**src/hdl/idvi_pkg.sv**
```systemverilog
// ----------------------------------------------------------------------------
// idvi_pkg
// Shared types and constants of the inverse distance vector interpolator.
// ----------------------------------------------------------------------------
package idvi_pkg;

  localparam int MAX_POINTS  = 64;
  localparam int IDX_W       = $clog2(MAX_POINTS);
  localparam int CNT_W       = IDX_W + 1;
  localparam int POS_W       = 16;
  localparam int DIR_W       = 16;
  localparam int THR_W       = 16;
  localparam int CFG_W       = 16;
  localparam int D2_W        = 35;
  localparam int WT_W        = 49;
  localparam int SUMW_W      = WT_W + IDX_W;
  localparam int PROD_W      = 64;
  localparam int ACC_W       = PROD_W + IDX_W + 1;
  localparam int NUM_W       = ACC_W + 1;
  localparam int REM_W       = SUMW_W + 1;
  localparam int FQ_W        = 17;
  localparam int WDIV_STEPS  = WT_W;
  localparam int FDIV_STEPS  = FQ_W;
  localparam int STEP_W      = 6;
  localparam int ENTRY_W     = 3 * POS_W + 3 * DIR_W;

  localparam logic [1:0] ST_INTERP = 2'd0;
  localparam logic [1:0] ST_HIT    = 2'd1;
  localparam logic [1:0] ST_EMPTY  = 2'd2;
  localparam logic [1:0] ST_STORED = 2'd3;

  localparam logic REG_POINT_COUNT   = 1'b0;
  localparam logic REG_HIT_THRESHOLD = 1'b1;

  localparam logic MODE_STORE = 1'b0;

  typedef struct packed {
    logic signed [DIR_W-1:0] dir_z;
    logic signed [DIR_W-1:0] dir_y;
    logic signed [DIR_W-1:0] dir_x;
    logic [POS_W-1:0]        pos_z;
    logic [POS_W-1:0]        pos_y;
    logic [POS_W-1:0]        pos_x;
    logic [IDX_W-1:0]        point_index;
  } req_t;

  typedef struct packed {
    logic             store;
    logic             start;
    logic             ram_rd;
    logic [IDX_W-1:0] addr;
    logic             ld_d2;
    logic             div_ld_w;
    logic             div_ld_f;
    logic             div_step;
    logic             ld_prod;
    logic             acc_add;
    logic             ld_res;
    logic [1:0]       comp;
    logic             out_ld;
    logic [1:0]       out_status;
  } cmd_t;

  typedef struct packed {
    logic             hit;
    logic             empty;
    logic [CNT_W-1:0] n_eff;
  } stat_t;

endpackage

```
**src/hdl/idvi_ctrl.sv**
```systemverilog
// ----------------------------------------------------------------------------
// idvi_ctrl
// Controller: request handshake, point walk, divider sequencing, result hold.
// ----------------------------------------------------------------------------
module idvi_ctrl (
  input  logic            clk,
  input  logic            rst,
  input  logic            s_valid,
  output logic            s_ready,
  input  logic            mode,
  output logic            m_valid,
  input  logic            m_ready,
  input  idvi_pkg::stat_t stat,
  output idvi_pkg::cmd_t  cmd
);
  import idvi_pkg::*;

  localparam logic [3:0] S_IDLE = 4'd0;
  localparam logic [3:0] S_RD   = 4'd1;
  localparam logic [3:0] S_D2   = 4'd2;
  localparam logic [3:0] S_CHK  = 4'd3;
  localparam logic [3:0] S_WDIV = 4'd4;
  localparam logic [3:0] S_MUL  = 4'd5;
  localparam logic [3:0] S_ACC  = 4'd6;
  localparam logic [3:0] S_FSET = 4'd7;
  localparam logic [3:0] S_FDIV = 4'd8;
  localparam logic [3:0] S_FRES = 4'd9;
  localparam logic [3:0] S_DONE = 4'd10;

  logic [3:0]       state, state_next;
  logic [CNT_W-1:0] pidx, pidx_next;
  logic [STEP_W-1:0] cnt, cnt_next;
  logic [1:0]       comp, comp_next;
  logic             hit, hit_next;
  logic             out_free;
  logic             accept;

  assign out_free = !m_valid || m_ready;
  assign s_ready  = (state == S_IDLE) && out_free;
  assign accept   = s_valid && s_ready;

  always_comb begin
    state_next = state;
    pidx_next  = pidx;
    cnt_next   = cnt;
    comp_next  = comp;
    hit_next   = hit;
    cmd        = '0;
    cmd.addr   = pidx[IDX_W-1:0];
    cmd.comp   = comp;
    unique case (state)
      S_IDLE: begin
        if (accept) begin
          if (mode == MODE_STORE) begin
            cmd.store      = 1'b1;
            cmd.out_ld     = 1'b1;
            cmd.out_status = ST_STORED;
          end else if (stat.empty) begin
            cmd.out_ld     = 1'b1;
            cmd.out_status = ST_EMPTY;
          end else begin
            cmd.start  = 1'b1;
            pidx_next  = '0;
            hit_next   = 1'b0;
            state_next = S_RD;
          end
        end
      end
      S_RD: begin
        cmd.ram_rd = 1'b1;
        state_next = S_D2;
      end
      S_D2: begin
        cmd.ld_d2  = 1'b1;
        state_next = S_CHK;
      end
      S_CHK: begin
        if (stat.hit) begin
          hit_next   = 1'b1;
          state_next = S_DONE;
        end else begin
          cmd.div_ld_w = 1'b1;
          cnt_next     = '0;
          state_next   = S_WDIV;
        end
      end
      S_WDIV: begin
        cmd.div_step = 1'b1;
        cnt_next     = cnt + STEP_W'(1);
        if (cnt == STEP_W'(WDIV_STEPS - 1)) begin
          state_next = S_MUL;
        end
      end
      S_MUL: begin
        cmd.ld_prod = 1'b1;
        state_next  = S_ACC;
      end
      S_ACC: begin
        cmd.acc_add = 1'b1;
        pidx_next   = pidx + CNT_W'(1);
        if (pidx + CNT_W'(1) == stat.n_eff) begin
          comp_next  = '0;
          state_next = S_FSET;
        end else begin
          state_next = S_RD;
        end
      end
      S_FSET: begin
        cmd.div_ld_f = 1'b1;
        cnt_next     = '0;
        state_next   = S_FDIV;
      end
      S_FDIV: begin
        cmd.div_step = 1'b1;
        cnt_next     = cnt + STEP_W'(1);
        if (cnt == STEP_W'(FDIV_STEPS - 1)) begin
          state_next = S_FRES;
        end
      end
      S_FRES: begin
        cmd.ld_res = 1'b1;
        if (comp == 2'd2) begin
          state_next = S_DONE;
        end else begin
          comp_next  = comp + 2'd1;
          state_next = S_FSET;
        end
      end
      S_DONE: begin
        if (out_free) begin
          cmd.out_ld     = 1'b1;
          cmd.out_status = hit ? ST_HIT : ST_INTERP;
          state_next     = S_IDLE;
        end
      end
      default: state_next = S_IDLE;
    endcase
  end

  always_ff @(posedge clk) begin
    if (rst) begin
      state   <= S_IDLE;
      pidx    <= '0;
      cnt     <= '0;
      comp    <= '0;
      hit     <= 1'b0;
      m_valid <= 1'b0;
    end else begin
      state <= state_next;
      pidx  <= pidx_next;
      cnt   <= cnt_next;
      comp  <= comp_next;
      hit   <= hit_next;
      if (cmd.out_ld) begin
        m_valid <= 1'b1;
      end else if (m_ready) begin
        m_valid <= 1'b0;
      end
    end
  end

`ifndef SYNTHESIS
  a_ready_idle: assert property (@(posedge clk) disable iff (rst)
    s_ready |-> state == S_IDLE)
    else $error("request taken outside idle");
  a_pidx_range: assert property (@(posedge clk) disable iff (rst)
    state == S_RD |-> pidx < stat.n_eff)
    else $error("point walk past table end");
  a_step_range: assert property (@(posedge clk) disable iff (rst)
    state == S_WDIV |-> cnt < STEP_W'(WDIV_STEPS))
    else $error("weight divide overran");
  a_comp_range: assert property (@(posedge clk) disable iff (rst)
    state == S_FSET |-> comp <= 2'd2)
    else $error("component index out of range");
  a_load_free: assert property (@(posedge clk) disable iff (rst)
    cmd.out_ld |-> $past(1'b1) && out_free)
    else $error("result overwritten before taken");
`endif

endmodule

```
**config.mk**
```make
export PLATFORM = sky130hd
export DESIGN_NAME = idvi_ctrl
export DESIGN_NICKNAME = d
export VERILOG_FILES = /design/src/hdl/idvi_pkg.sv /design/src/hdl/idvi_ctrl.sv
export SDC_FILE = /design/constraint.sdc
export NUM_CORES = 1
export LEC_CHECK = 0
export BUFFER_PORTS_ARGS = -buffer_cell sky130_fd_sc_hd__buf_2
export CELL_PAD_IN_SITES_DETAIL_PLACEMENT = 0
export CELL_PAD_IN_SITES_GLOBAL_PLACEMENT = 1
export CORE_MARGIN = 3
export CORE_UTILIZATION = 43
export CTS_BUF_LIST = sky130_fd_sc_hd__clkbuf_8
export DETAILED_ROUTE_END_ITERATION = 8
export PLACE_DENSITY_LB_ADDON = 0.12
export SYNTH_ARGS = -nofsm -noshare
export SYNTH_HDL_FRONTEND = slang
export SYNTH_SLANG_ARGS = --single-unit
```
**constraint.sdc**
```tcl
create_clock -name clk -period 3.4 [get_ports clk]
set_input_delay 0.51 -clock clk [delete_from_list [all_inputs] [get_ports clk]]
set_output_delay 0.51 -clock clk [all_outputs]
set_load 0.05 [all_outputs]
```
Word-level counts from Yosys, hierarchy flattened
Index checks and enable logic that the tools add are counted.

Equal/unequal tests: 24. Reductions and logical operators: 16. Mux-type cells: 46. Add/sub/neg operators: 3.

Operators by type and width (count): $pmux W4 S11 (1); $mux W4 (8); $mux W7 (3); $ne A2 B2 Y1 const B (10); $mux W1 (19); $pmux W6 S3 (1); $eq A4 B3 Y1 const B (4); $mux W3 (5); $pmux W7 S2 (1); $eq A4 B4 Y1 const B (3); $eq A4 B2 Y1 const B (2); $mux W2 (4); $reduce_bool A2 Y1 (4); $add A7 B1 Y7 const B (1); $eq A7 B7 Y1 (1); $add A6 B1 Y6 const B (1); $eq A6 B5 Y1 const B (1); $eq A6 B6 Y1 const B (1); $mux W6 (1); $pmux W3 S2 (1); $reduce_and A6 Y1 (1); $reduce_and A5 Y1 (1); $eq A4 B1 Y1 const B (1); $logic_not A4 Y1 (1); 12 further kinds (13).

Output and inout bits: 23. Bits in registers: 21.

Logic depth before layout (Yosys ltp)
Gate-level depths: netlist of run 1.

Word-level depth: 7. Depth in mapped cells: 8.

Worst setup path before layout of run 1
OpenSTA, ideal clock, no wires.

Kind: register -> output. Start point: register state[2]. End point: output port cmd[10] (netlist name). Stages on the path, launching flop included: 4. Setup slack: 0.733 ns. Data arrival time: 2.157 ns. Required time: 2.890 ns. Buffers on the path: 2. Cells stage by stage: dfxtp_1 -> buf_6 -> clkbuf_1 -> nor4_1.

RTL lines: from (decl) (line idvi_ctrl.sv:30) `logic [3:0] state, state_next;`; from (signal assigned) (line idvi_ctrl.sv:149) `state <= state_next;`; to (decl) (line idvi_ctrl.sv:14) `output idvi_pkg::cmd_t cmd`.

==> metrics.txt, run 1 <==
DRT iter0 DRCs 87; dpl ws roughly 1.3 ns; Slew @ Worst Pin 0.652 ns; global-route wire length before repair approximately 5600 um; Post-Synthesis Cells 187; CP Max Fanout 19; die area around 4300 um^2; critical path class reg -> out; post-DP HPWL between 2000 and 2500 um; Max-Cap Viols 0; initial antenna violation count 0; Final Critical Period 2.39 ns; RD Place Congestion slightly below 0.8; vias in the first global route ~1.2k; total wire length 3260 um; LEAKAGE about 0.00070 uW; Synth area leader dfxtp_1; TNS Setup 0 ns; commonest cells after routing, fill and taps aside 36 x buf_2, 21 x nor2_1, 21 x dfxtp_1, 16 x a21oi_1, 10 x xnor2_1; final worst-path cycle share between 70% and 80%; H-tree levels 1; Filler cells ~340; combinational fraction of design power around 48%; Initial Util between 40% and 50%; Worst Skew between 0.001 and 0.0015 ns; CTS Hold Bufs 0; Mapped Area roughly 1500 um^2; Worst-Skew Late Latency 0.25 ns; Sink Count 21; Antenna diodes 0; GRT Util Overall roughly 16%; part of the power in registers roughly a third; root buf cell clkbuf_8; final instance area 1670 um^2; clock share of power between 10% and 20%; sequential area share after synthesis 27.9%; Reg clk slew, reported paths approximately 0.080 ns; fin nets about 230; RSZ-0062 raised after global routing false; Switching Share ~49%; top cell type's share of synthesized area 27.9%; Worst Setup End Kind output pin; CP startpoint kind flip-flop; Worst EP required approximately 2.9 ns; Cell Area, Placed about 1600 um^2; Synth warnings 0; ANT nets after route 0; Async S/R FF share, synth 0%; Final Hold Vio Count 0; Vias/cell 5.25; Power Density ~570 nW/um^2; Slew headroom a little under three fifths; die width ~65 um; Arr. time, crit path around 1.9 ns; Top FF cell, synth dfxtp_1; share of layout cells above drive strength 1 about a quarter; number of remaining DRC errors 0; #FFs+latches synth 21; slack of the critical path 1.01 ns; grt ovf 0; status completed; Die H ~65 um; Int Pwr 493 uW; row cnt 20; largest cells by area after synthesis dfxtp_1 28%, xnor2_1 5.8%, a21oi_1 5.3%; I/O pin cnt 37; TritonCTS clock tree done; most common cell after layout, fill and taps aside buf_2; pin count of the biggest net entering global routing 20; CTS Buffer Depth 2; Synth cell types between 40 and 50; Setup Fix Bufs, Post-CTS 0; peak supply drop 0.343 mV; max-slew violations 0; total number of vias 1,350; hold crit path type reg -> reg; switching power 469 uW; Max Fclk 0.419 GHz; post_cts resized 0; Setup violations, final 0; core box area 3200 um^2; Layout area overhead 10.9%; drt pass-1 iters 4; synthesized area per cell approximately 8.1 um^2; port bufs 36; WL/cell about 13 um; number of synthesized flops with an enable pin 0; Syn Nets around 210; number of CTS-inserted buffers 3
metal layers:
metal	GRT usage [%]	part of all wire, %	vias to the layer above
li1	-	-	703
met1	20.8	45	611
met2	28.7	49	34
met3	2.56	5.1	2
met4	3.89	0.58	0
met5	0	0	-
worst max-delay path, cell delays in order (launching register included):
cell and delay (ns):
dfxtp_1 0.74, nand4_4 0.28, inv_1 0.28, buf_2 0.31
stage by stage:
stage | std cells | hold WS (ns) | power [uW] | utilization (%)
final | 257 | 0.503 | 962 | 52.3
after global routing | 257 | 0.556 | 1040 | 52.3
after CTS | 257 | 0.514 | 975 | 52.3
after detailed placement | 253 | 0.503 | 807 | 50.8
after global placement | 253 | 0.492 | 796 | 50.8
after floorplan | 187 | 0.470 | 741 | -
layout make-up:
type	count	area (um^2)	area share, %
Clock buffer	3	41.3	2.47
Clock inverter	1	5.00	0.299
Inverter	11	48.8	2.91
Multi-Input combinational cell	141	923	55.2
Sequential cell	21	420	25.1
Tap cell	44	55.1	3.29
Timing Repair Buffer	36	180	10.8
power groups by stage:
stage	registers [uW]	logic, uW	clock network [uW]
6_report	339	460	163
4_1_cts	339	464	172
3_3_place_gp	342	454	0
3_5_place_dp	345	462	0
5_1_grt	350	504	182
2_1_floorplan	308	432	0
worst paths after layout:
check                         end  cells after the start  slack, ns                   from
min reg2reg  pidx[6]$_SDFFE_PP0P_                      2       0.50   pidx[6]$_SDFFE_PP0P_
max reg2reg  comp[0]$_SDFFE_PP0P_                      5       1.38  state[2]$_SDFFE_PP0P_
max                        cmd[6]                      3       1.01  state[2]$_SDFFE_PP0P_
min          pidx[6]$_SDFFE_PP0P_                      2       0.50   pidx[6]$_SDFFE_PP0P_
cells by family after synthesis:
logic type | synth area share [%]
fa+ha+maj | 3.32
buf+inv | 10.9
xor+xnor | 9.29
flops | 27.9
simple gates | 28.9
compound gates | 19.7
registers in the layout (all words and copies together), names as in the netlist:
register	flops
comp	2
pidx	7
cnt	6
hit	1
m_valid	1
state	4
cell usage after synthesis (2+ instances only):
library cell,number
nand2_1,8
nor4_1,2
buf_4,7
o211ai_1,6
and2_1,4
o21ai_1,3
and3_1,5
o21ai_0,9
xnor2_1,10
dfxtp_1,21
nor2b_1,3
ha_1,4
xor2_1,6
nor3_1,3
nand3b_1,2
inv_1,8
nand2b_1,6
buf_6,3
nand4_1,3
clkbuf_1,2
nand3_1,7
nor2_1,21
a21oi_1,16
or3_1,4
No activity file was read; power rests on OpenSTA's default activity.
==> run 2, diff against run 1 <==
ABC_AREA = 1   (was not set)
CORE_UTILIZATION = 34   (was 43)
clock period = 2.1 ns   (was 3.4 ns; I/O delays follow)
==> run 2 against run 1 <==
Sequential cell count stayed put. Routed wire length is 12% higher. Die area is 21% higher. Sequential power is 35% higher. Non-clock buffer count is 3 higher. Register-to-register slack worse by 1.0 ns. Global-route usage is 1.8 points lower. Area after synthesis is 2.9% lower. Clock skew is 0.0011 ns higher. Via count is 11% higher. Core utilization is 9.6 points lower. Clock-buffer cell count stayed put.
==> metrics.txt, run 2 <==
status completed; CP peak stage delay 0.38 ns (-0.36 ns); Total Power 1330 uW (+39%); Filler cells 446 (+30%); crit path to cmd[0]; CP startpoint kind flip-flop; global-route wire length before repair 5990 um (+6.6%); most used cell, CP nor2_2; Synth warnings 0 (unchanged); port bufs 36 (unchanged); I/O pin cnt 37 (unchanged); Max Fclk about 0.51 GHz; Initial Util 35.9% (-11 points); Top FF cell, synth dfxtp_1; vias in the first global route 1,378 (+12%); Setup Fix Bufs, Post-CTS 0 (unchanged); critical path's slowest cell dfxtp_1; number of remaining DRC errors 0 (unchanged); RSZ-0062 raised after global routing false; Worst Setup SP state[2]$_SDFFE_PP0P_; Slew headroom 75.4% (+19 points); fin nets 291 (+25%); number of synthesized flops with an enable pin 0 (unchanged); ANT nets after route 0 (unchanged); Synth cell types 28 (-42%); H-tree levels 1 (unchanged); commonest cells after routing, fill and taps aside 63 x nand2_1, 36 x inv_1, 34 x buf_2, 29 x nor2_1, 22 x nand3_1; Synth top cells by count 63 x nand2_1, 36 x inv_1, 31 x nor2_1; pin count of the biggest net entering global routing 13 (-35%); final worst-path cycle share 92.6%; GRT Util Overall 14.5% (-1.8 points); synthesized area per cell 6.21 um^2 (-23%); total wire length 3630 um (+12%); Slew @ Worst Pin 0.367 ns (-0.286 ns); die area 5130 um^2 (+21%); Reg clk slew, reported paths 0.08 ns (about the same); number of CTS-inserted buffers 3 (unchanged); post-DP HPWL 2900 um (+18%); CTS Hold Bufs 0 (unchanged); Power Density 765 nW/um^2 (+33%); placed cells 318 (+26%); Worst-Skew Late Latency 0.27 ns (+0.02 ns); TNS Setup 0 ns (unchanged); Arr. time, crit path 1.63 ns (-0.25 ns); core box area 4090 um^2 (+28%); reg2reg setup slack 0.33 ns (-1.05 ns); Layout area overhead 19.0%; Die H 71.6 um (+9.8%); row cnt 23 (+15%); most frequent cell after synthesis nand2_1; share of layout cells above drive strength 1 23.9% (-0.99 points); #FFs+latches synth 21 (unchanged); DRT iter0 DRCs 70 (-20%); initial antenna violation count 0 (unchanged); TritonCTS clock tree done; Largest register FFs 7 (unchanged); max-slew violations 0 (unchanged); Sink Count 21 (unchanged); critical path cell sequence nor2_2 -> nand2_1 -> nor3b_2 -> inv_1 -> nor2_2 -> a31o_2 -> clkbuf_4; RD Place Congestion 0.836 (+6.4%); Worst Skew 0.00237 ns (+0.00108 ns); post_cts resized 0 (unchanged); Syn Nets 254 (+24%); grt ovf 0 (unchanged); Post-Layout Cell Count 322 (+25%); Vias/cell 4.65 (-12%); root buf cell clkbuf_8; Max-Cap Viols 0 (unchanged); Worst Setup End Kind output pin; Synth area leader dfxtp_1; most common cell after layout, fill and taps aside nand2_1; LEAKAGE 0.000834 uW (+20%); Mapped Area 1470 um^2 (-2.9%); Antenna diodes 0 (unchanged); Final Critical Period 1.94 ns; CTS Buffer Depth 2 (unchanged); peak supply drop 0.667 mV (+95%); Final Hold Vio Count 0 (unchanged); reg2reg start pidx[1]$_SDFFE_PP0P_; CP Max Fanout 4 (-15); Biggest register pidx; Worst EP required 1.78 ns (-1.11 ns); Worst Reg-to-Reg Cells 14 (+9); largest cells by area after synthesis dfxtp_1 29%, nand2_1 16%, inv_1 9.2%; reg2reg end comp[1]$_SDFFE_PP0P_; critical path class reg -> out; sequential area share after synthesis 28.7% (+0.83 points); Post-Synthesis Cells 236 (+26%); Top Registers pidx x7, cnt x6, state x4; WL/cell 11.3 um (-11%); Async S/R FF share, synth 0% (unchanged); drt pass-1 iters 4 (unchanged); hold crit path type in -> reg; top cell type's share of synthesized area 28.7% (+0.83 points); Setup violations, final 0 (unchanged); die width 71.6 um (+9.8%); total number of vias 1,496 (+11%)
-- run 2: changes by cell type after synthesis, moves of 5 or more --
cell | previous run | this run
xnor2_1 | 10 | 2
nor2_1 | 21 | 31
o21ai_0 | 9 | 4
o211ai_1 | 6 | 0
nand2_1 | 8 | 63
and3_1 | 5 | 0
inv_1 | 8 | 36
nand2b_1 | 6 | 0
xor2_1 | 6 | 0
nand3_1 | 7 | 22
-- run 2: final cells by class --
type	instances	area, um^2	area share, %
sequential	21	422	24.2
clock buffer	3	41.3	2.37
inverter	40	150	8.61
timing repair buffer	39	208	11.9
tap	50	62.6	3.59
multi-input combinational	168	856	49.1
clock inverter	1	5.00	0.287
-- run 2: worst max-delay path, delay by kind of cell, from the launching register on --
kind                   cells  cell delay (ns)
AND/OR/NAND/NOR            4             0.57
flip-flops                 1             0.38
buffers and inverters      2             0.32
AO/OA/AOI/OAI              1             0.10
-- run 2: metrics by stage --
step | worst slack, ns | instance area, um^2 | utilization, % | hold WS (ns)
2_1_floorplan | 0.0565 | 1470 | - | 0.386
3_3_place_gp | 0.330 | 1680 | 41.2 | 0.457
3_5_place_dp | 0.317 | 1680 | 41.2 | 0.464
4_1_cts | 0.0285 | 1730 | 42.3 | 0.408
5_1_grt | 0.00696 | 1740 | 42.7 | 0.421
6_report | 0.155 | 1740 | 42.7 | 0.403
-- run 2: power breakdown --
group | total, uW | internal [uW] | switching (uW)
sequential | 456 | 424 | 32.0
clock | 274 | 133 | 142
combinational | 603 | 154 | 449
-- run 2: layer usage --
layer  vias up  wire (um)  global-route usage (%)
met5         -          0                       0
li1        810          -                       -
met3         4        196                    2.81
met2        30       1740                    25.3
met4         0         36                    4.38
met1       652       1660                    18.0
-- run 2: kinds of logic (layout without fill, tap and decap cells) --
family	count (synthesis)	in the layout	synth area share [%]
DFF	21	21	28.7
xor gates and xnor gates	2	2	1.20
buffers and inverters	47	83	13.6
adders and majority gates	4	4	3.42
AOI/OAI and AO/OA	25	25	9.39
and+or+nand+nor	137	137	43.7
-- run 2: worst min path at each step --
stage / to / slack [ns] / from / cells after the start
6_report: state[1]$_SDFFE_PP0P_ / 0.40 / rst / 4
5_1_grt: hit$_SDFFE_PP0P_ / 0.42 / stat[8] / 3
4_1_cts: hit$_SDFFE_PP0P_ / 0.41 / stat[8] / 3
3_5_place_dp: hit$_SDFFE_PP0P_ / 0.46 / hit$_SDFFE_PP0P_ / 2
3_3_place_gp: hit$_SDFFE_PP0P_ / 0.46 / hit$_SDFFE_PP0P_ / 2
2_1_floorplan: state[0]$_SDFFE_PP0P_ / 0.39 / rst / 1
